<file path="config.mk">
export PLATFORM = sky130hd
export DESIGN_NAME = lcab_queue
export DESIGN_NICKNAME = d
export VERILOG_FILES = /design/src/hw/rtl/lcab_pkg.sv /design/src/hw/rtl/lcab_queue.sv
export SDC_FILE = /design/constraint.sdc
export NUM_CORES = 1
export LEC_CHECK = 0
export BUFFER_PORTS_ARGS = -buffer_cell sky130_fd_sc_hd__clkbuf_2
export CORE_MARGIN = 5
export CORE_UTILIZATION = 25
export CTS_CLUSTER_DIAMETER = 40
export CTS_CLUSTER_SIZE = 24
export DETAILED_ROUTE_END_ITERATION = 12
export HOLD_SLACK_MARGIN = 0.08
export PLACE_DENSITY_LB_ADDON = 0.25
export SYNTH_ARGS = -nofsm -noshare
export SYNTH_HDL_FRONTEND = slang
export SYNTH_SLANG_ARGS = --single-unit
</file>
<file path="constraint.sdc">
create_clock -name clk -period 9.7 [get_ports clk]
set_clock_uncertainty 0.1 [all_clocks]
set_input_delay 0.97 -clock clk [delete_from_list [all_inputs] [get_ports clk]]
set_output_delay 0.97 -clock clk [all_outputs]
set_load 0.1 [all_outputs]
</file>
<file path="src/hw/rtl/lcab_pkg.sv">
// Shared types, constants and helpers for the LCA binary lifting engine.
`timescale 1ns / 1ps
`default_nettype none
package lcab_pkg;

	localparam int MAX_NODES   = 16384;
	localparam int LIFT_LEVELS = 14;
	localparam int NODE_W      = $clog2(MAX_NODES);
	localparam int LVL_W       = (LIFT_LEVELS > 1) ? $clog2(LIFT_LEVELS) : 1;
	localparam int DEPTH_W     = 14;
	localparam int CNT_W       = 15;
	localparam int FIELD_W     = 14;
	localparam int JT_W        = NODE_W + 1;
	localparam int JT_AW       = LVL_W + NODE_W;
	localparam int JT_DEPTH    = 1 << JT_AW;
	localparam int SUM_W       = (1 << LVL_W) + DEPTH_W + 1;

	typedef enum logic [1:0] {
		CMD_LOAD  = 2'd0,
		CMD_BUILD = 2'd1,
		CMD_QUERY = 2'd2
	} cmd_t;

	typedef struct packed {
		cmd_t               cmd;
		logic [NODE_W-1:0]  node;
		logic [NODE_W-1:0]  parent;
		logic               has_parent;
		logic [DEPTH_W-1:0] depth;
		logic [NODE_W-1:0]  other;
	} item_t;

	typedef enum logic [4:0] {
		ST_IDLE, ST_REPLY,
		ST_BCHK, ST_BRD0, ST_BRD1, ST_BWR,
		ST_QDB, ST_QSW, ST_QTOP, ST_RCHK, ST_RJ, ST_RD,
		ST_CMP, ST_LA, ST_LB, ST_LC, ST_P0, ST_P1, ST_FD
	} st_t;

	// highest set bit of a depth, capped at the top lifting level
	function automatic logic [LVL_W-1:0] top_level(input logic [DEPTH_W-1:0] d);
		int t;
		t = 0;
		for (int k = 1; k < DEPTH_W; k++) begin
			if (d[k]) t = k;
		end
		if (t > LIFT_LEVELS - 1) t = LIFT_LEVELS - 1;
		return LVL_W'(t);
	endfunction

endpackage
`default_nettype wire

</file>
<file path="src/hw/rtl/lcab_queue.sv">
// Two-entry item queue between the front and the execution engine.
`timescale 1ns / 1ps
`default_nettype none
module lcab_queue import lcab_pkg::*; (
	input  wire logic  clk,
	input  wire logic  arst_n,
	input  wire logic  push,
	input  item_t      push_item,
	output logic       full,
	input  wire logic  pop,
	output logic       not_empty,
	output item_t      head
);
	item_t      ent_q [2];
	logic       wr_q;
	logic       rd_q;
	logic [1:0] cnt_q;

	assign full      = cnt_q[1];
	assign not_empty = cnt_q != 2'd0;
	assign head      = ent_q[rd_q];

	always_ff @(posedge clk or negedge arst_n) begin
		if (!arst_n) begin
			wr_q  <= 1'b0;
			rd_q  <= 1'b0;
			cnt_q <= 2'd0;
		end else begin
			if (push) wr_q <= !wr_q;
			if (pop) rd_q <= !rd_q;
			if (push && !pop) cnt_q <= cnt_q + 2'd1;
			else if (pop && !push) cnt_q <= cnt_q - 2'd1;
		end
	end

	always_ff @(posedge clk) begin
		if (push) ent_q[wr_q] <= push_item;
	end
endmodule
`default_nettype wire

</file>
==> run summary, run 1 <==
CTS placed an instance of clkbuf_16 at the clock tree root. The multi-input combinational cells in the finished layout cover a total of 975 µm². The number of violations reported at the end of detailed-routing iteration 0 came out at 91.

The worst setup path is captured at a primary output. The via count of the first global-routing pass came out at around 2.7k. Headroom to the max-slew limit came out at 20.0%.

The global route total overflow is 0. The number of core rows came out at 50. The worst setup path is of the reg -> out kind. Static timing analysis puts the maximum clock frequency at between 0.2 and 0.3 GHz. The final HPWL from detailed placement came out at 5390 µm. Synthesis produced a netlist with a net count of between 200 and 300. The wire length of the first global-routing pass is between 10,000 and 15,000 µm.

The die covers 21,800 µm². The sequential fraction of the synthesis area came out at around three quarters. The width of the die is 148 µm. The count of different cell masters after synthesis is 13. The number of top-level pins came out at ~120. The worst-path maximum fanout is 60.

The via density per instance came out at approximately 3.9. The share of post-route cells with drive strength above 1 came out at 62.4%. For the final routed database, the setup TNS stands at 0 ns. STA classifies the critical path startpoint as a flip-flop.

The warning count from the yosys run is 0. The time the worst path needs with I/O delays and setup is 3.52 ns. Setup violations remaining at the end of the flow were counted as 0.

Setup repair after global routing left no endpoint under its margin. The required time reported for the critical path endpoint came out at approximately 8.6 ns. The worst path uses between 30% and 40% of the clock period. After floorplanning, the core was sized to cover 18,700 µm². The number of cells on the worst reg-to-reg path is 2. The flow ran to the end, and the final reports show no timing, DRC or antenna violations. The flop and latch count out of synthesis came out at about 120. The final hold violation count came to 0.

The final hold slack is 0.263 ns. The area added between synthesis and finish came out at 29.1%. The netlist area before placement came out at around 4700 µm². The final route contains about 2.3k vias. After detailed routing, the total wire length is 8910 µm. The post-CTS resize count came out at 0.

The count of clock tree sinks is between 100 and 150. The number of antenna diodes in the final layout is 0. The min-delay analysis places its worst path in the category in -> async.

The clock passes through at most 2 buffers. Leaving out fill and tap cells, the most frequent cell in the layout is clkbuf_2. Clock-pin slew was measured on the worst setup and hold paths at approximately 0.060 ns. The max-cap check violation count is 0. In the synthesized netlist, the number of instances is ~200. Counting the fill cells in the layout gives around 1.8k.

For this configuration, the core starts out at a cell density of 25.4%. The count of nets left with antenna violations after detail routing came out at 0. The number of antenna violations at the first check in global routing is 0. TritonCTS built the clock tree. For the worst-skew pair, the clock arrives at the later sink with an insertion delay of about 0.4 ns. At the end of routability-driven placement, the weighted congestion stood at between 0.6 and 0.7. The number of input and output port buffers inserted is 123. The data arrival time of the worst path came out at between 2 and 2.5 ns. The slew at the pin closest to its max-slew limit came out at 1.20 ns. In the layout the commonest cells are clkbuf_2, edfxtp_1, mux2_4, clkbuf_16, clkinv_2. In the final routed layout, each cell accounts on average for around 15 µm. The hold buffer count at CTS came out at 0. The H-tree depth came out at 4. The vertical extent of the die came out at around 150 µm. The number of nets in the final layout came out at 399. The mean instance size in the synthesized netlist came out at between 20 and 25 µm². Before antenna repair, the detailed router went through 3 iterations. The total area of sequential cells is 3650 µm². The count of buffers added by post-CTS timing repair for setup came out at 0. After detailed routing, the number of remaining DRC violations is 0. Entering global routing, the biggest net connects slightly above 60 pins. The total track usage is under 10%. The number of buffers created by CTS came out at 17. The final max-slew violation count is 0.
==> synth_stat cells <==
cell      number  share of area, %
xnor2_1        1              0.18
ha_1           1              0.26
buf_12         6               2.5
xor2_1         4              0.74
edfxtp_1     118                75
nor2_1         1             0.079
nor2b_1        1              0.13
mux2_4        59                19
and2_1         1              0.13
dfrtp_1        4               2.1
or2_2          1              0.13
inv_1          1             0.079
buf_6          1              0.24
==> kinds of logic after synthesis <==
family	count (synthesis)	share of synthesized area (%)
simple gates	4	0.475
fa+ha+maj	1	0.264
xor+xnor	5	0.923
mux	59	18.7
flops	122	76.8
buf+inv	8	2.85
==> metal layers <==
layer	vias up	global-route usage, %	part of all wire, %
li1	1056	-	-
met1	1152	9.68	41
met2	74	13.9	50
met3	12	3.74	7.2
met4	0	4.19	1.8
met5	-	0	0
==> final cells by class <==
cell class | count | area share [%]
multi-input cells | 69 | 15.9
inverters | 1 | 0.0613
well taps | 234 | 4.78
clock inverters | 14 | 2.53
flip-flops and latches | 122 | 59.5
clock buffers | 18 | 7.01
repair buffers | 124 | 10.2
==> flip-flops by register name, summed over array words and instances, names as in the netlist <==
name and count:
cnt_q 2, ent_q 118, rd_q 1, wr_q 1
==> metrics by stage <==
stage	cell area (µm²)	cells	utilization (%)	setup slack, ns
after floorplan	4740	199	-	5.55
after global placement	5540	550	29.6	6.57
after detailed placement	5540	550	29.6	6.54
after CTS	6130	582	32.7	6.10
after global routing	6130	582	32.7	6.04
final	6130	582	32.7	6.18
==> final timing paths <==
path	start	endpoint	slack [ns]
max	rd_q$_DFFE_PN0P_	head[55]	6.18
min	arst_n	wr_q$_DFFE_PN0P_	0.26
max reg2reg	wr_q$_DFFE_PN0P_	ent_q[0][34]$_DFFE_PP_	7.99
min reg2reg	cnt_q[1]$_DFFE_PN0P_	cnt_q[1]$_DFFE_PN0P_	0.40
max in group asynchronous	arst_n	rd_q$_DFFE_PN0P_	9.09
min in group clk	cnt_q[1]$_DFFE_PN0P_	cnt_q[1]$_DFFE_PN0P_	0.40
==> worst max-delay path, stage by stage (launching register included) <==
cell,delay [ns]
dfrtp_4,1.20
mux2_4,0.32
clkbuf_2,0.45
Power of run 1 is not shown: default switching activity piles up to over one toggle a cycle in this logic, so the estimate is an artifact.
==> inputs of run 2 (changes only) <==
- clock period: 9.7 -> 3.45 ns (I/O delays scaled with it)
==> run summary, run 2 (synthesized netlist as in run 1, its figures left out) <==
Result of the run: finished clean (unchanged). The H-tree depth is 4 (unchanged). Commonest cells after routing, fill and taps aside: clkbuf_2, edfxtp_1, dlygate4sd3_1, mux2_4, clkbuf_16 (was clkbuf_2, edfxtp_1, mux2_4, clkbuf_16, clkinv_2). The initial cell density of the core is 25.4% (unchanged). The via count of the first global-routing pass was 2,749 (was 2,678).

The normalized max-slew margin is 37.9% (was 20.0%). The category of cells accounting for the largest share of critical-path delay is flip-flops (unchanged). The routed via count is 2,503 (was 2,294). The time the worst path needs with I/O delays and setup is 2.75 ns.

The buffer and inverter count on the worst path came out at 2 (was 1). The reg-to-reg endpoint is ent_q[0][13]$_DFFE_PP_ (was ent_q[0][34]$_DFFE_PP_). The total track usage came out at 8.80% (was 8.57%). The clock latency of the later-clocked register in the worst-skew pair was 0.41 ns (was 0.40 ns). The wire length of the first global-routing pass is 14,400 µm (was 14,300 µm). The die footprint came out at 21,800 µm² (unchanged).

The wire length per cell was 14.2 µm (was 15.3 µm). The required time reported for the critical path endpoint came out at 3.00 ns (was 8.63 ns). The path length in cells of the critical path is 3 (was 2). The area added between synthesis and finish is 42.7% (was 29.1%). The via density per instance is 3.88 (was 3.94). The reg-to-reg setup timing slack is 1.53 ns (was 7.99 ns).

The worst-path maximum fanout came out at 34 (was 60). The met3 usage in global routing is 3.89% (was 3.74%). The width of the die is 148 µm (unchanged). The routability congestion estimate from global placement was 0.645 (was 0.652).

The number of cells on the worst reg-to-reg path came to 2 (unchanged). The number of top-level pins came out at 124 (unchanged). The post-CTS resize count is 0 (unchanged). The endpoint type of the worst setup path is a primary output (unchanged). The final worst-path setup slack is 0.704 ns (was 6.18 ns).

The vertical extent of the die is 148 µm (unchanged). The number of inserted diodes is 0 (unchanged). The register containing the most flip-flops in the final layout is ent_q (unchanged).

The final hold slack is 0.175 ns (was 0.263 ns). The final hold violation count came out at 0 (unchanged). The final max-slew violation count came out at 0 (unchanged). The final sum of negative setup slack was 0 ns (unchanged).

The largest incremental delay on the critical path was 0.77 ns (was 1.20 ns). The final HPWL from detailed placement came out at 5730 µm (was 5390 µm). Largest registers: ent_q: 118 flops, cnt_q: 2 flops (unchanged). The core box area is 18,700 µm² (unchanged). The final critical-path share of the clock period came out at between 70 and 80%. The pre-CTS setup slack is 1.11 ns (was 6.54 ns). The launch point of the worst path is rd_q$_DFFE_PN0P_ (unchanged).

The clock slew at the register clock pins of the worst setup and hold paths was 0.06 ns (about the same). The CTS tree is yes (unchanged). The maximum number of pins on one net before global-route repair came out at 60 (was 61). The share of post-route cells with drive strength above 1 came out at 52.8% (was 62.4%). The global route total overflow came out at 0 (unchanged). The termination of the worst setup path is head[19] (was head[55]). The number of buffers created by CTS came to 17 (unchanged). The max-cap check violation count came to 0 (unchanged). The number of antenna violations at the first check in global routing came out at 0 (unchanged). The total wirelength of the detailed-routed design is 9190 µm (was 8910 µm). The startpoint of the worst register-to-register path is wr_q$_DFFE_PN0P_ (unchanged). The number of design rule violations left after detail routing came out at 0 (unchanged). The highest-utilization routing layer at the global route stage is met2 (unchanged). The number of input and output port buffers inserted is 123 (unchanged). The number of violations reported at the end of detailed-routing iteration 0 came out at 68 (was 91). The data arrival time of the worst path is 2.30 ns (was 2.45 ns). The class of the worst hold path is in -> async (unchanged). The maximum buffer depth of the clock tree came out at 2 (unchanged). The number of optimization iterations in the first detailed-route pass is 4 (was 3). The highest attainable clock frequency is about 0.36 GHz.

Setup repair after global routing missed its margin: false (unchanged). Critical path cell sequence: buf_12, mux2_4, clkbuf_2 (was mux2_4, clkbuf_2). The met2 global-route usage came out at 14.5% (was 13.9%).

The cell with the largest stage delay on the worst path was dfrtp_4 (unchanged). The clock tree root driver cell is clkbuf_16 (unchanged). The classification of the worst setup path is reg -> out (unchanged). The count of nets left with antenna violations after detail routing came to 0 (unchanged).

The number of nets in the final layout came out at 462 (was 399). The layout filler cell count is 1,760 (was 1,805). The slew at the pin closest to its max-slew limit came out at 0.929 ns (was 1.20 ns). The number of flip-flops under the largest register name is 118 (unchanged). The number of core rows was 50 (unchanged). The most common cell after layout, fill and taps aside is clkbuf_2 (unchanged). The setup violation total in the final timing report is 0 (unchanged). The kind of start point of the critical path is a flip-flop (unchanged).

The count of clock tree sinks is 122 (unchanged). The global routing usage on met1 was 10.0% (was 9.68%).
==> run 2: cell type report <==
cell class	count	area (µm²)	area share (%)
Clock buffer	21	450	6.66
Clock inverter	11	123	1.81
Inverter	1	3.75	0.0555
Multi-Input combinational cell	69	975	14.4
Sequential cell	122	3650	53.9
Tap cell	234	293	4.33
Timing Repair Buffer	187	1280	18.9
==> run 2: routing by layer <==
metal / wire (µm) / up-vias
met2: 4600 / 79
met5: 0 / -
met1: 3820 / 1229
met4: 146 / 0
li1: - / 1182
met3: 624 / 13
==> run 2: worst min-delay path by stage <==
stage / from / endpoint / slack (ns) / depth (start not counted)
after floorplan: arst_n / cnt_q[0]$_DFFE_PN0P_ / -0.05 / 0
after detailed placement: arst_n / cnt_q[0]$_DFFE_PN0P_ / 0.06 / 1
after CTS: arst_n / cnt_q[0]$_DFFE_PN0P_ / 0.15 / 2
final: arst_n / cnt_q[0]$_DFFE_PN0P_ / 0.17 / 2
after global routing: arst_n / cnt_q[1]$_DFFE_PN0P_ / 0.18 / 2
after global placement: arst_n / cnt_q[1]$_DFFE_PN0P_ / 0.06 / 1
==> run 2: metrics by stage <==
| step | utilization [%] | cell area [µm²] | instances |
|---|---|---|---|
| after floorplan | - | 4750 | 199 |
| after global placement | 29.8 | 5570 | 551 |
| after detailed placement | 29.8 | 5570 | 551 |
| after CTS | 36.2 | 6770 | 645 |
| after global routing | 36.2 | 6770 | 645 |
| final | 36.2 | 6770 | 645 |
==> run 2: what timing repair did <==
item | 4_1_cts | 5_1_grt
setup buffers | 0 | 0
hold buffers | 62 | 0
hold endpoints to repair | 124 | 0
Power of run 2 is left out for the same reason.
==> inputs of run 3 (changes only) <==
- clock period: 3.45 -> 2.3 ns (I/O delays scaled with it)
==> run summary, run 3 (synthesized netlist as in run 1, its figures left out) <==
The total track usage came out at 9.23% (was 8.80%). The core box area is 18,700 µm² (unchanged). The most common cell after layout, fill and taps aside is edfxtp_1 (was clkbuf_2). Commonest cells after routing, fill and taps aside: edfxtp_1, clkbuf_2, dlygate4sd3_1, mux2_4, buf_12 (was clkbuf_2, edfxtp_1, dlygate4sd3_1, mux2_4, clkbuf_16). The number of input and output port buffers inserted is 123 (unchanged). The launch point of the worst path is rd_q$_DFFE_PN0P_ (unchanged). The post-CTS resize count was 0 (unchanged). In the finished design, the share of the clock period the worst path needs comes to between 90 and 100%. The time the worst path needs with I/O delays and setup came out at ~2.2 ns. The maximum number of pins on one net before global-route repair came out at 35 (was 60).

The reg-to-reg setup timing slack is 0.74 ns (was 1.53 ns). The initial cell density of the core came out at 25.4% (unchanged). The count of clock tree sinks came out at 122 (unchanged).

The wire length of the first global-routing pass came out at 15,300 µm (was 14,400 µm). The via density per instance is 3.86 (was 3.88). The number of nets in the final layout is 471 (was 462).

The required time reported for the critical path endpoint came out at 1.97 ns (was 3.00 ns). The final HPWL from detailed placement came to 6480 µm (was 5730 µm). The width of the die came out at 148 µm (unchanged). The area added between synthesis and finish was 54.5% (was 42.7%).

The wire length per cell came to 14.9 µm (was 14.2 µm). The classification of the worst setup path is reg -> out (unchanged). The via count of the first global-routing pass is 2,872 (was 2,749). The clock latency of the later-clocked register in the worst-skew pair came to 0.39 ns (was 0.41 ns). The highest attainable clock frequency came out at around 0.46 GHz. The number of optimization iterations in the first detailed-route pass came out at 4 (unchanged). The number of cells on the worst reg-to-reg path is 2 (unchanged). The number of violations reported at the end of detailed-routing iteration 0 came to 91 (was 68). The number of top-level pins is 124 (unchanged). The routed via count is 2,518 (was 2,503).

The class of the worst hold path is reg -> reg (was in -> async). The number of design rule violations left after detail routing came to 0 (unchanged). The number of core rows is 50 (unchanged). The share of post-route cells with drive strength above 1 is 52.6% (was 52.8%). The total wirelength of the detailed-routed design is 9690 µm (was 9190 µm). The termination of the worst setup path is head[40] (was head[19]). The reg-to-reg endpoint is ent_q[1][51]$_DFFE_PP_ (was ent_q[0][13]$_DFFE_PP_). The final hold violation count is 0 (unchanged). The count of nets left with antenna violations after detail routing is 0 (unchanged). The data arrival time of the worst path is 1.85 ns (was 2.30 ns). The vertical extent of the die is 148 µm (unchanged).

The global route total overflow came out at 0 (unchanged). The die footprint came out at 21,800 µm² (unchanged). The number of inserted diodes is 0 (unchanged). The max-cap check violation count is 0 (unchanged). The number of flip-flops under the largest register name is 118 (unchanged).

The worst-path maximum fanout is 8 (was 34). The normalized max-slew margin came out at 62.0% (was 37.9%). The kind of start point of the critical path is a flip-flop (unchanged). Result of the run: finished clean (unchanged).

The H-tree depth is 4 (unchanged). The startpoint of the worst register-to-register path is wr_q$_DFFE_PN0P_ (unchanged). The clock slew at the register clock pins of the worst setup and hold paths is 0.05 ns (was 0.06 ns). The number of antenna violations at the first check in global routing came out at 0 (unchanged). The maximum buffer depth of the clock tree came to 2 (unchanged). The CTS tree is yes (unchanged). The setup violation total in the final timing report is 0 (unchanged). The number of buffers created by CTS came out at 17 (unchanged). The routability congestion estimate from global placement came out at 0.636 (was 0.645).

Setup repair after global routing missed its margin: false (unchanged). The register containing the most flip-flops in the final layout is ent_q (unchanged). The slew at the pin closest to its max-slew limit came out at 0.572 ns (was 0.929 ns). The final max-slew violation count came out at 0 (unchanged). The clock tree root driver cell was clkbuf_16 (unchanged). The core utilization of the finished layout is 39.2% (was 36.2%). The endpoint type of the worst setup path is a primary output (unchanged). Largest registers: ent_q: 118 flops, cnt_q: 2 flops (unchanged).
## run 3: cell count changes in the layout (fill, tap and decap cells not counted)
cell           delta
buf_12           +35
clkbuf_2         -35
buf_4             +8
clkinv_4          -2
clkinvlp_4        -2
dlygate4sd3_1     +1
clkbuf_1          -2
clkbuf_8          -1
clkinv_1          +5
## run 3: how the worst min path moves through the flow
stage | cells after the start | end | start | slack, ns
2_1_floorplan | 0 | cnt_q[0]$_DFFE_PN0P_ | arst_n | -0.17
3_3_place_gp | 1 | cnt_q[1]$_DFFE_PN0P_ | arst_n | -0.06
3_5_place_dp | 1 | cnt_q[0]$_DFFE_PN0P_ | arst_n | -0.06
4_1_cts | 1 | cnt_q[1]$_DFFE_PN0P_ | cnt_q[1]$_DFFE_PN0P_ | 0.41
5_1_grt | 2 | ent_q[1][39]$_DFFE_PP_ | push_item[39] | 0.44
6_report | 1 | cnt_q[1]$_DFFE_PN0P_ | cnt_q[1]$_DFFE_PN0P_ | 0.41
## run 3: cell type report
class	instances	area, µm²
Fill cell	1694	11400
Sequential cell	122	3650
Timing Repair Buffer	196	1870
Multi-Input combinational cell	69	975
Clock buffer	18	429
Tap cell	234	293
Clock inverter	12	109
Inverter	1	3.75
## run 3: metrics by stage
step	instances	instance area (µm²)	setup slack [ns]	setup TNS, ns	hold WS [ns]
after global placement	557	6140	0.432	0	-0.0565
after global routing	652	7330	0.0198	0	0.438
after floorplan	199	4750	-0.0442	-2.61	-0.166
after detailed placement	557	6140	0.400	0	-0.0573
final	652	7330	0.120	0	0.409
after CTS	652	7330	0.0521	0	0.411
## run 3: what timing repair did
item,4_1_cts,5_1_grt
setup buffers,2,0
hold endpoints to repair,124,0
hold buffers,63,0
setup endpoints to repair,12,0
## run 3: metal layers
| layer | vias up | global-route usage, % | part of all wire (%) | wire, µm |
|---|---|---|---|---|
| met3 | 7 | 3.92 | 6.5 | 626 |
| met5 | - | 0 | 0 | 0 |
| met1 | 1234 | 10.1 | 40 | 3880 |
| met4 | 0 | 2.66 | 0.90 | 87 |
| li1 | 1201 | - | - | - |
| met2 | 76 | 16.4 | 53 | 5090 |
## run 3: worst max-delay path, stage by stage, from the launching register on
cell	delay (ns)
dfrtp_4	0.50
buf_4	0.24
buf_4	0.21
mux2_4	0.33
buf_12	0.17
Power of run 3 is left out for the same reason.
