<file path="src/hw/rtl/lcab_pkg.sv">
// Shared types, constants and helpers for the LCA binary lifting engine.
`timescale 1ns / 1ps
`default_nettype none
package lcab_pkg;

	localparam int MAX_NODES   = 16384;
	localparam int LIFT_LEVELS = 14;
	localparam int NODE_W      = $clog2(MAX_NODES);
	localparam int LVL_W       = (LIFT_LEVELS > 1) ? $clog2(LIFT_LEVELS) : 1;
	localparam int DEPTH_W     = 14;
	localparam int CNT_W       = 15;
	localparam int FIELD_W     = 14;
	localparam int JT_W        = NODE_W + 1;
	localparam int JT_AW       = LVL_W + NODE_W;
	localparam int JT_DEPTH    = 1 << JT_AW;
	localparam int SUM_W       = (1 << LVL_W) + DEPTH_W + 1;

	typedef enum logic [1:0] {
		CMD_LOAD  = 2'd0,
		CMD_BUILD = 2'd1,
		CMD_QUERY = 2'd2
	} cmd_t;

	typedef struct packed {
		cmd_t               cmd;
		logic [NODE_W-1:0]  node;
		logic [NODE_W-1:0]  parent;
		logic               has_parent;
		logic [DEPTH_W-1:0] depth;
		logic [NODE_W-1:0]  other;
	} item_t;

	typedef enum logic [4:0] {
		ST_IDLE, ST_REPLY,
		ST_BCHK, ST_BRD0, ST_BRD1, ST_BWR,
		ST_QDB, ST_QSW, ST_QTOP, ST_RCHK, ST_RJ, ST_RD,
		ST_CMP, ST_LA, ST_LB, ST_LC, ST_P0, ST_P1, ST_FD
	} st_t;

	// highest set bit of a depth, capped at the top lifting level
	function automatic logic [LVL_W-1:0] top_level(input logic [DEPTH_W-1:0] d);
		int t;
		t = 0;
		for (int k = 1; k < DEPTH_W; k++) begin
			if (d[k]) t = k;
		end
		if (t > LIFT_LEVELS - 1) t = LIFT_LEVELS - 1;
		return LVL_W'(t);
	endfunction

endpackage
`default_nettype wire

</file>
<file path="src/hw/rtl/lcab_front.sv">
// Input stage: takes items, unpacks and classifies them, drops unused commands.
`timescale 1ns / 1ps
`default_nettype none
module lcab_front import lcab_pkg::*; (
	input  wire logic        clk,
	input  wire logic        arst_n,
	input  wire logic        s_axis_tvalid,
	output logic             s_axis_tready,
	input  wire logic [63:0] s_axis_tdata,
	input  wire logic [1:0]  s_axis_tuser,
	output logic             push,
	output item_t            push_item,
	input  wire logic        full
);
	item_t item_s1;
	logic  v_s1;
	logic  cmd_ok;

	assign s_axis_tready = !v_s1 || !full;
	assign cmd_ok = (item_s1.cmd == CMD_LOAD) || (item_s1.cmd == CMD_BUILD) ||
		(item_s1.cmd == CMD_QUERY);
	assign push = v_s1 && !full && cmd_ok;
	assign push_item = item_s1;

	always_ff @(posedge clk or negedge arst_n) begin
		if (!arst_n) begin
			v_s1 <= 1'b0;
		end else if (s_axis_tvalid && s_axis_tready) begin
			v_s1 <= 1'b1;
		end else if (!full) begin
			v_s1 <= 1'b0;
		end
	end

	always_ff @(posedge clk) begin
		if (s_axis_tvalid && s_axis_tready) begin
			item_s1.cmd        <= cmd_t'(s_axis_tuser);
			item_s1.node       <= NODE_W'(s_axis_tdata[13:0]);
			item_s1.parent     <= NODE_W'(s_axis_tdata[27:14]);
			item_s1.has_parent <= s_axis_tdata[28];
			item_s1.depth      <= s_axis_tdata[42:29];
			item_s1.other      <= NODE_W'(s_axis_tdata[56:43]);
		end
	end
endmodule
`default_nettype wire

</file>
<file path="config.mk">
export PLATFORM = sky130hd
export DESIGN_NAME = lcab_front
export DESIGN_NICKNAME = d
export VERILOG_FILES = /design/src/hw/rtl/lcab_pkg.sv /design/src/hw/rtl/lcab_front.sv
export SDC_FILE = /design/constraint.sdc
export NUM_CORES = 1
export LEC_CHECK = 0
export ABC_AREA = 1
export BUFFER_PORTS_ARGS = -buffer_cell sky130_fd_sc_hd__buf_2
export CORE_MARGIN = 4
export CORE_UTILIZATION = 40
export CTS_CLUSTER_DIAMETER = 100
export DETAILED_ROUTE_END_ITERATION = 6
export PLACE_DENSITY = 0.75
export REMOVE_ABC_BUFFERS = 1
export SYNTH_ARGS = -nofsm -noshare
export SYNTH_HDL_FRONTEND = slang
export SYNTH_SLANG_ARGS = --single-unit
export TNS_END_PERCENT = 5
</file>
<file path="constraint.sdc">
create_clock -name clk -period 4.66 [get_ports clk]
set_input_delay 0.233 -clock clk [delete_from_list [all_inputs] [get_ports clk]]
set_output_delay 0.233 -clock clk [all_outputs]
set_load 0.1 [all_outputs]
</file>
==> metrics.md, run 1 <==
| Metric | Value |
|---|---|
| Pin count of the biggest net entering global routing | 36 |
| Tot Pwr | roughly 1.3 mW |
| Slew of the pin with the lowest slew margin | around 720 ps |
| PwrDens | slightly below 500 mW/mm² |
| Post CTS Setup Buffer Count | 0 |
| Sequential element share of the synthesized area | 98.1% |
| Rows | 24 |
| Hold Path End | push_item[55] |
| Synth warn | 0 |
| Synth area leader | edfxtp_1 |
| Die height | between 70 and 80 µm |
| Gr ovfl total | 0 |
| Reg clk slew, reported paths | 70 ps |
| Initial Util | a little over two fifths |
| Final Cell Area | between 0.002 and 0.003 mm² |
| Worst Hold Class | input pin to flip-flop |
| H-tree depth | 3 |
| Area grow syn2layout | 48.7% |
| Util after Layout | between 60% and 70% |
| Hold path depth | 1 |
| Crit-path slowest cell | a21oi_4 |
| Placed cell area | approximately 0.0025 mm² |
| RSZ-0062 raised after global routing | no |
| Syn Inst Count | between 60 and 70 |
| Core area | approximately 0.0044 mm² |
| Setup TNS | 0 ps |
| Bufs on Longest Clock Path | 2 |
| Ant. Diodes | 0 |
| Synth Area per Inst | approximately 27 µm² |
| Total track usage | between 10% and 20% |
| Antenna viol nets, final | 0 |
| Largest family of logic cells by synthesized area | simple AND/OR/NAND/NOR gates |
| First-pass GRT wire length | ~5600 µm |
| WS Path Type | flip-flop to flip-flop |
| FF/Latch Area | between 0.0015 and 0.002 mm² |
| Final WS setup | about 2700 ps |
| CP arrival | between 1500 and 2000 ps |
| Post-synthesis compound-gate area fraction | 0.273% |
| Multi-input logic area | about 35 µm² |
| Status | completed |
| Distinct cells, synth | 6 |
| Cell depth of the worst flop-to-flop path | 2 |
| Simple-Gate Fraction of Synth Area | slightly above 1% |
| Adder-cell share of the synthesized area | 0% |
| WL final | 4050 µm |
| DR vias | around 1,200 |
| Post-DP HPWL | between 3000 and 4000 µm |
| Final setup violation count | 0 |
| Pre-CTS setup slack | around 2700 ps |
| R2R Path Start | v_s1 |
| WP data required | roughly 4600 ps |
| Fillers | 348 |
| Crit path max fanout | 35 |
| CP endpoint kind | flip-flop |
| DRT Pass-1 Iters | 4 |
| Die Area | 0.00573 mm² |
| Leak pwr | 1.19 nW |
| Vias in the first global route | ~1,100 |
| Initial antenna violation count | 0 |
| Final hold violation count | 0 |
| Share of cells above drive strength 1 | 65.7% |
| Cts bufs inserted | 9 |
| Hold Crit Start | s_axis_tdata[12] |
| DRC viols | 0 |
| Initial drt markers | 47 |
| Via-per-instance ratio | 4.44 |
| Worst R2R End | push_item[14] |
| CP cell instances | a21oi_4 > buf_4 |
| CP max stage delay | roughly 600 ps |
| Post-synthesis cell area | 0.00183 mm² |
| Worst VDD drop | roughly 0.00022 V |
| Fmax | around 520 MHz |
| RD Place Congestion | between 0.6 and 0.7 |
| Xor/xnor share of the synthesized area | 0% |
| Minimum clock period after layout | a little under 2000 ps |
| Io pins | 131 |
| Slew headroom | 51.7% |
| Reg2reg setup slack | about 2700 ps |
| WL/cell | approximately 15 µm |
| Worst path bufs/invs | 1 |
| Top post-synthesis cells by area | edfxtp_1, dfrtp_1, nand2_1 |
| Die extent in x | about 76 µm |
| Mux cell area share after synthesis | 0% |
| Root buf cell | clkbuf_8 |
| Nets | 275 |
| Insertion delay to the later sink of the worst-skew pair | around 330 ps |
| Startpoint Class | flip-flop |
| CTS tree | done |
| Crit-path leading delay family | compound AO/OA/AOI/OAI gates |
| Crit share post-route | around two fifths |
| Slew Limit Fails | 0 |
| Num Clock Sinks | 60 |
| Clock skew | about 7.5 ps |
| Buffers on Ports | approximately 120 |
| MaxCap Viol Count | 0 |
| Flops & latches, synth | 60 |
| Synth top area share | between 90 and 100% |
how the worst max path moves through the flow:
| stage | slack (ps) | startpoint | to | cells past startpoint |
|---|---|---|---|---|
| after global placement | 2750 | v_s1 | push_item[51] | 2 |
| after global routing | 2570 | v_s1 | push_item[52] | 2 |
| after detailed placement | 2700 | v_s1 | push_item[0] | 2 |
| final | 2740 | v_s1 | push_item[14] | 2 |
| after floorplan | 890 | v_s1 | push_item[0] | 1 |
| after CTS | 2690 | v_s1 | push_item[14] | 2 |
cell usage after synthesis:
master / count
nor2_1: 1
nand2_1: 4
edfxtp_1: 59
inv_1: 3
dfrtp_1: 1
a21oi_1: 1
state kept, by name, indices dropped and copies added, names as in the netlist:
register	cells
push_item	59
v_s1	1
kinds of logic after synthesis:
group | count (synthesis)
AOI/OAI and AO/OA | 1
buffers and inverters | 3
DFF | 60
and+or+nand+nor | 5
area by class of cell:
class,count,area share (%)
multi-input combinational,6,1.29
inverter,3,0.413
clock buffer,10,4.69
timing repair buffer,125,23.2
tap,52,2.39
sequential,60,66.0
clock inverter,6,2.02
through the flow:
step           hold WS (ps)  std cells
2_1_floorplan         -62.6         69
3_3_place_gp           9.28        245
3_5_place_dp           13.1        245
4_1_cts                55.7        262
5_1_grt                48.1        262
6_report               72.3        262
layer usage:
metal / track usage, % / routed length, µm / vias up
met4: 7.57 / 54 / 0
met2: 23.3 / 2070 / 71
met5: 0 / 0 / -
li1: - / - / 541
met3: 7.52 / 552 / 6
met1: 15.3 / 1370 / 544
placed cells by master, fill, tap and decap left out:
master,Yosys,routed
a21oi_4,0,1
buf_2,0,123
buf_4,0,1
bufinv_16,0,1
clkbuf_1,0,1
clkbuf_8,0,9
clkinv_1,0,2
clkinv_2,0,2
clkinvlp_4,0,1
dfrtp_1,1,1
dlygate4sd3_1,0,1
edfxtp_1,59,59
inv_1,3,3
nand2_1,4,4
nor2_1,1,1
power by group:
group | switching, mW | internal, mW
Clock | 0.184 | 0.241
Sequential | 0.00689 | 0.629
Combinational | 0.240 | 0.0386
Total | 0.431 | 0.909
what timing repair did:
| action | 4_1_cts | 5_1_grt |
|---|---|---|
| resized for setup | 0 | 0 |
| setup endpoints to repair | 0 | 0 |
| hold buffers | 1 | 0 |
| hold endpoints to repair | 1 | 0 |
Note: power is estimated with default switching activity, not from simulation.
==> inputs of run 2 (changes only) <==
==> constraint.sdc (replaced) <==
create_clock -name clk -period 1.9 [get_ports clk]
set_input_delay 0.095 -clock clk [delete_from_list [all_inputs] [get_ports clk]]
set_output_delay 0.095 -clock clk [all_outputs]
set_load 0.1 [all_outputs]
==> metrics.md, run 2 (synthesis gave the netlist of run 1 again) <==
| Metric | Value |
|---|---|
| CP endpoint kind | primary output |
| Crit-path slowest cell | buf_2 |
| First-pass GRT wire length | 8170 µm (+47%) |
| Final hold violation count | 0 (unchanged) |
| CP max stage delay | 440 ps (-170 ps) |
| Status | completed |
| Slew of the pin with the lowest slew margin | 518 ps (-204 ps) |
| Worst Hold Class | input pin to flip-flop |
| Insertion delay to the later sink of the worst-skew pair | 330 ps (about the same) |
| Initial antenna violation count | 0 (unchanged) |
| Area grow syn2layout | 83.9% |
| Rows | 24 (unchanged) |
| Hold Path End | v_s1 |
| Reg2reg setup slack | 470 ps (-2270 ps) |
| RSZ-0062 raised after global routing | no |
| Gr ovfl total | 0 (unchanged) |
| Initial Util | 41.8% (unchanged) |
| Leak pwr | 1.46 nW (+22%) |
| Final hold slack | 56.8 ps (-15.5 ps) |
| Most frequent cells in the layout | buf_2, dlygate4sd3_1, edfxtp_1 |
| Nets | 335 (+22%) |
| Core area | 0.00438 mm² (unchanged) |
| Root buf cell | clkbuf_8 |
| Hold Crit Start | s_axis_tvalid |
| Antenna viol nets, final | 0 (unchanged) |
| Startpoint Class | flip-flop |
| Pin count of the biggest net entering global routing | 36 (unchanged) |
| Die height | 75.7 µm (unchanged) |
| PwrDens | 1070 mW/mm² (+120%) |
| Buffers on Ports | 123 (unchanged) |
| CP cell instances | nand2_1 > nor2_1 > buf_2 |
| Final Cell Area | 0.00337 mm² (+24%) |
| Vias in the first global route | 1,629 (+46%) |
| Max FFs per register | 59 (unchanged) |
| Bufs on Longest Clock Path | 2 (unchanged) |
| Worst VDD drop | 0.000657 V (+200%) |
| Hold Buf Count CTS | 60 (+59) |
| Slew headroom | 65.7% (+14 points) |
| Die Area | 0.00573 mm² (unchanged) |
| Crit path max fanout | 3 (-91%) |
| WL/cell | 18.3 µm (+19%) |
| WP data required | 1800 ps (-2830 ps) |
| MaxCap Viol Count | 0 (unchanged) |
| DR vias | 1,486 (+28%) |
| Slew Limit Fails | 0 (unchanged) |
| Util after Layout | 76.9% (+15 points) |
| WS Path Type | flip-flop to primary output |
| WL final | 5920 µm (+46%) |
| Clock skew | 11.4 ps (+3.86 ps) |
| R2R Path Start | v_s1 |
| Crit share post-route | a little under 80% |
| Via-per-instance ratio | 4.60 (+3.7%) |
| Post CTS Setup Buffer Count | 0 (unchanged) |
| Num Clock Sinks | 60 (unchanged) |
| Fmax | 666 MHz |
| Fillers | 249 (-28%) |
| Placed cell area | 0.00255 mm² (+0.79%) |
| CTS tree | done |
| Worst R2R End | push_item[53] |
| Hold path depth | 3 (+2) |
| Io pins | 131 (unchanged) |
| DRT Pass-1 Iters | 4 (unchanged) |
| RD Place Congestion | 0.674 (+0.87%) |
| PostCTS Resize Cnt | 0 (unchanged) |
| FF/Latch Area | 0.00180 mm² (unchanged) |
| Share of cells above drive strength 1 | 51.9% (-14 points) |
| DRC viols | 0 (unchanged) |
| Reg clk slew, reported paths | 70 ps (about the same) |
| Post-DP HPWL | 3260 µm (+5.1%) |
| Cell depth of the worst flop-to-flop path | 2 (unchanged) |
| Minimum clock period after layout | 1500 ps |
| Die extent in x | 75.7 µm (unchanged) |
| H-tree depth | 3 (unchanged) |
| CP arrival | 1410 ps (-480 ps) |
| Total track usage | 20.8% (+6.4 points) |
| Final setup violation count | 0 (unchanged) |
| Most common cell after layout, fill and taps aside | buf_2 |
| Initial drt markers | 100 (+110%) |
| Cts bufs inserted | 9 (unchanged) |
| Multi-input logic area | 35.0 µm² (unchanged) |
## run 2: layer usage
metal  part of all wire, %  GRT usage, %
met5                     0             0
met1                    33          20.1
met4                   3.2          11.7
met2                    53          37.5
met3                    11          8.18
## run 2: layout make-up
cell class,count,share of cell area [%]
Antenna cell,1,0.0743
Clock inverter,7,2.71
Tap cell,52,1.93
Sequential cell,60,53.3
Inverter,3,0.334
Timing Repair Buffer,185,36.9
Clock buffer,9,3.68
Multi-Input combinational cell,6,1.04
## run 2: worst max path at each step
stage               startpoint       endpoint  slack, ps  cells after the start
global placement          v_s1  push_item[37]        530                      2
floorplan                 v_s1   push_item[0]      -1870                      1
CTS                       v_s1           push        440                      3
finish                    v_s1           push        400                      3
global route              v_s1           push        340                      3
detailed placement        v_s1   push_item[4]        500                      2
## run 2: critical path, delay by kind of cell (launching register included)
kind	cells	cell delay (ps)
buf+inv	1	440
simple gates	2	200
flops	1	430
## run 2: power by group
group	internal, mW	switching (mW)	total, mW
clock network	0.731	0.502	1.23
registers	1.54	0.0210	1.56
logic	0.180	0.620	0.800
total	2.45	1.14	3.59
## run 2: through the flow
step	power [mW]	TNS, ps	setup slack [ps]	instances
2_1_floorplan	2.14	-111070	-1870	69
3_3_place_gp	2.27	0	527	246
3_5_place_dp	2.28	0	503	246
4_1_cts	3.59	0	444	322
5_1_grt	3.71	0	338	322
6_report	3.59	0	398	323
==> inputs of run 3 (changes only) <==
--- a/config.mk
+++ b/config.mk
@@ -8,10 +8,10 @@
 export ABC_AREA = 1
 export BUFFER_PORTS_ARGS = -buffer_cell sky130_fd_sc_hd__buf_2
 export CORE_MARGIN = 4
-export CORE_UTILIZATION = 40
+export CORE_UTILIZATION = 36
 export CTS_CLUSTER_DIAMETER = 100
 export DETAILED_ROUTE_END_ITERATION = 6
-export PLACE_DENSITY = 0.75
+export PLACE_DENSITY = 0.71
 export REMOVE_ABC_BUFFERS = 1
 export SYNTH_ARGS = -nofsm -noshare
 export SYNTH_HDL_FRONTEND = slang
==> constraint.sdc (replaced) <==
create_clock -name clk -period 1.32 [get_ports clk]
set_input_delay 0.066 -clock clk [delete_from_list [all_inputs] [get_ports clk]]
set_output_delay 0.066 -clock clk [all_outputs]
set_load 0.1 [all_outputs]
==> metrics.md, run 3 (synthesis gave the netlist of run 1 again) <==
| Metric | Value |
|---|---|
| Ant. Diodes | 0 (-1) |
| First-pass GRT wire length | 7620 µm (-6.7%) |
| Fin cells | 339 (+5.0%) |
| Most frequent cells in the layout | buf_2, dlygate4sd3_1, edfxtp_1 |
| Cts bufs inserted | 9 (unchanged) |
| RSZ-0062 raised after global routing | no |
| Critical Path End | push |
| Fillers | 325 (+31%) |
| Crit path launch | v_s1 |
| WS Path Type | flip-flop to primary output |
| Die height | 79.3 µm (+4.8%) |
| Fmax | about 810 MHz |
| Vias in the first global route | 1,537 (-5.6%) |
| PwrDens | 1440 mW/mm² (+35%) |
| Post-DP HPWL | 3170 µm (-2.7%) |
| Worst R2R End | push_item[38] |
| Worst Hold Class | input pin to async pin |
| Rows | 25 (+4.2%) |
| Tot Pwr | 4.92 mW (+37%) |
| Reg clk slew, reported paths | 60 ps (about the same) |
| DRT Pass-1 Iters | 4 (unchanged) |
| Via-per-instance ratio | 4.05 (-12%) |
| Status | completed |
| Reg2reg setup slack | 110 ps (-360 ps) |
| Io pins | 131 (unchanged) |
| WP data required | 1250 ps (-550 ps) |
| Leak pwr | 1.48 nW (+1.8%) |
| CTS tree | done |
| Crit share post-route | 93.2% |
| Cell depth of the worst flop-to-flop path | 2 (unchanged) |
| Startpoint Class | flip-flop |
| Clock skew | 5.91 ps (-5.47 ps) |
| Total track usage | 16.7% (-4.1 points) |
| Slew Limit Fails | 0 (unchanged) |
| Max FFs per register | 59 (unchanged) |
| FF/Latch Area | 0.00180 mm² (unchanged) |
| WL/cell | 14.8 µm (-19%) |
| Buffers on Ports | 123 (unchanged) |
| Final setup violation count | 0 (unchanged) |
| R2R Path Start | v_s1 |
| Inst Count DP | 262 (+6.5%) |
| Initial Util | 38.0% (-3.8 points) |
| WL final | 5000 µm (-15%) |
| Bufs on Longest Clock Path | 2 (unchanged) |
| Pin count of the biggest net entering global routing | 23 (-36%) |
| RD Place Congestion | 0.634 (-5.9%) |
| Minimum clock period after layout | approximately 1200 ps |
| Most common cell after layout, fill and taps aside | buf_2 |
| Area grow syn2layout | 87.2% |
| Initial drt markers | 34 (-66%) |
| Slew headroom | 66.5% (+0.83 points) |
| Final hold violation count | 0 (unchanged) |
| Root buf cell | clkbuf_8 |
| Slew of the pin with the lowest slew margin | 505 ps (-12.6 ps) |
| Num Clock Sinks | 60 (unchanged) |
| Nets | 337 (+0.60%) |
| Antenna viol nets, final | 0 (unchanged) |
| Gr ovfl total | 0 (unchanged) |
| Final hold slack | 52.2 ps (-4.66 ps) |
| CP arrival | 1160 ps (-250 ps) |
| DRC viols | 0 (unchanged) |
| Share of cells above drive strength 1 | 52.6% (+0.72 points) |
| Crit path max fanout | 3 (unchanged) |
| Die Area | 0.00629 mm² (+9.9%) |
| Core area | 0.00482 mm² (+9.9%) |
| Worst VDD drop | 0.000862 V (+31%) |
| Multi-input logic area | 37.5 µm² (+7.1%) |
| Insertion delay to the later sink of the worst-skew pair | 320 ps (about the same) |
| Die extent in x | 79.3 µm (+4.8%) |
| CP endpoint kind | primary output |
| H-tree depth | 3 (unchanged) |
| Initial antenna violation count | 0 (unchanged) |
| DR vias | 1,374 (-7.5%) |
| MaxCap Viol Count | 0 (unchanged) |
[run 3: cell types whose count changed in the layout (fill, tap and decap cells not counted), moves of 2 or more]
cell / previous run / this run
buf_12: 1 / 5
buf_2: 123 / 121
clkinv_1: 2 / 0
clkinv_2: 0 / 5
clkinvlp_4: 2 / 0
[run 3: area by class of cell]
| class | count | share of cell area [%] |
|---|---|---|
| Clock buffer | 10 | 3.72 |
| Clock inverter | 6 | 1.61 |
| Inverter | 3 | 0.328 |
| Multi-Input combinational cell | 6 | 1.09 |
| Sequential cell | 60 | 52.4 |
| Tap cell | 67 | 2.45 |
| Timing Repair Buffer | 187 | 38.4 |
[run 3: worst max-delay path, stage by stage (launching register included)]
cell and delay (ps):
dfrtp_1 410, nand2_1 90, nor2_2 160, buf_12 190
[run 3: report_power, final]
part | switching, mW | leakage, nW | internal [mW] | total [mW]
Combinational | 0.885 | 0.810 | 0.287 | 1.17
Clock | 0.650 | 0.0996 | 0.854 | 1.50
Sequential | 0.0255 | 0.573 | 2.22 | 2.24
Total | 1.56 | 1.48 | 3.36 | 4.92
[run 3: per-stage QoR]
step	instance area (µm²)	worst slack, ps	util [%]	setup TNS (ps)
floorplan	1830	-2450	-	-145840
global placement	2630	128	54.6	0
detailed placement	2630	114	54.6	0
CTS	3430	20.5	71.1	0
global route	3430	12.3	71.2	0
finish	3430	89.7	71.2	0
[run 3: worst min-delay path by stage]
stage | from | to | slack [ps] | cells after the start
global route | arst_n | v_s1 | 30 | 2
finish | arst_n | v_s1 | 50 | 2
detailed placement | arst_n | v_s1 | -150 | 1
floorplan | arst_n | v_s1 | -230 | 0
global placement | arst_n | v_s1 | -150 | 1
CTS | arst_n | v_s1 | 30 | 2
[run 3: what timing repair did]
action                                  in CTS  in global routing
hold endpoints to repair                    61                  0
setup buffers                                0                  0
hold buffers                                61                  0
gates resized for setup                      0                  1
endpoints found under the setup margin       0                  1
[run 3: routing by layer]
| layer | global-route usage [%] | up-vias | part of all wire, % |
|---|---|---|---|
| li1 | - | 665 | - |
| met3 | 7.60 | 5 | 8.9 |
| met2 | 30.4 | 80 | 54 |
| met1 | 16.8 | 624 | 37 |
| met4 | 5.67 | 0 | 0.52 |
| met5 | 0 | - | 0 |
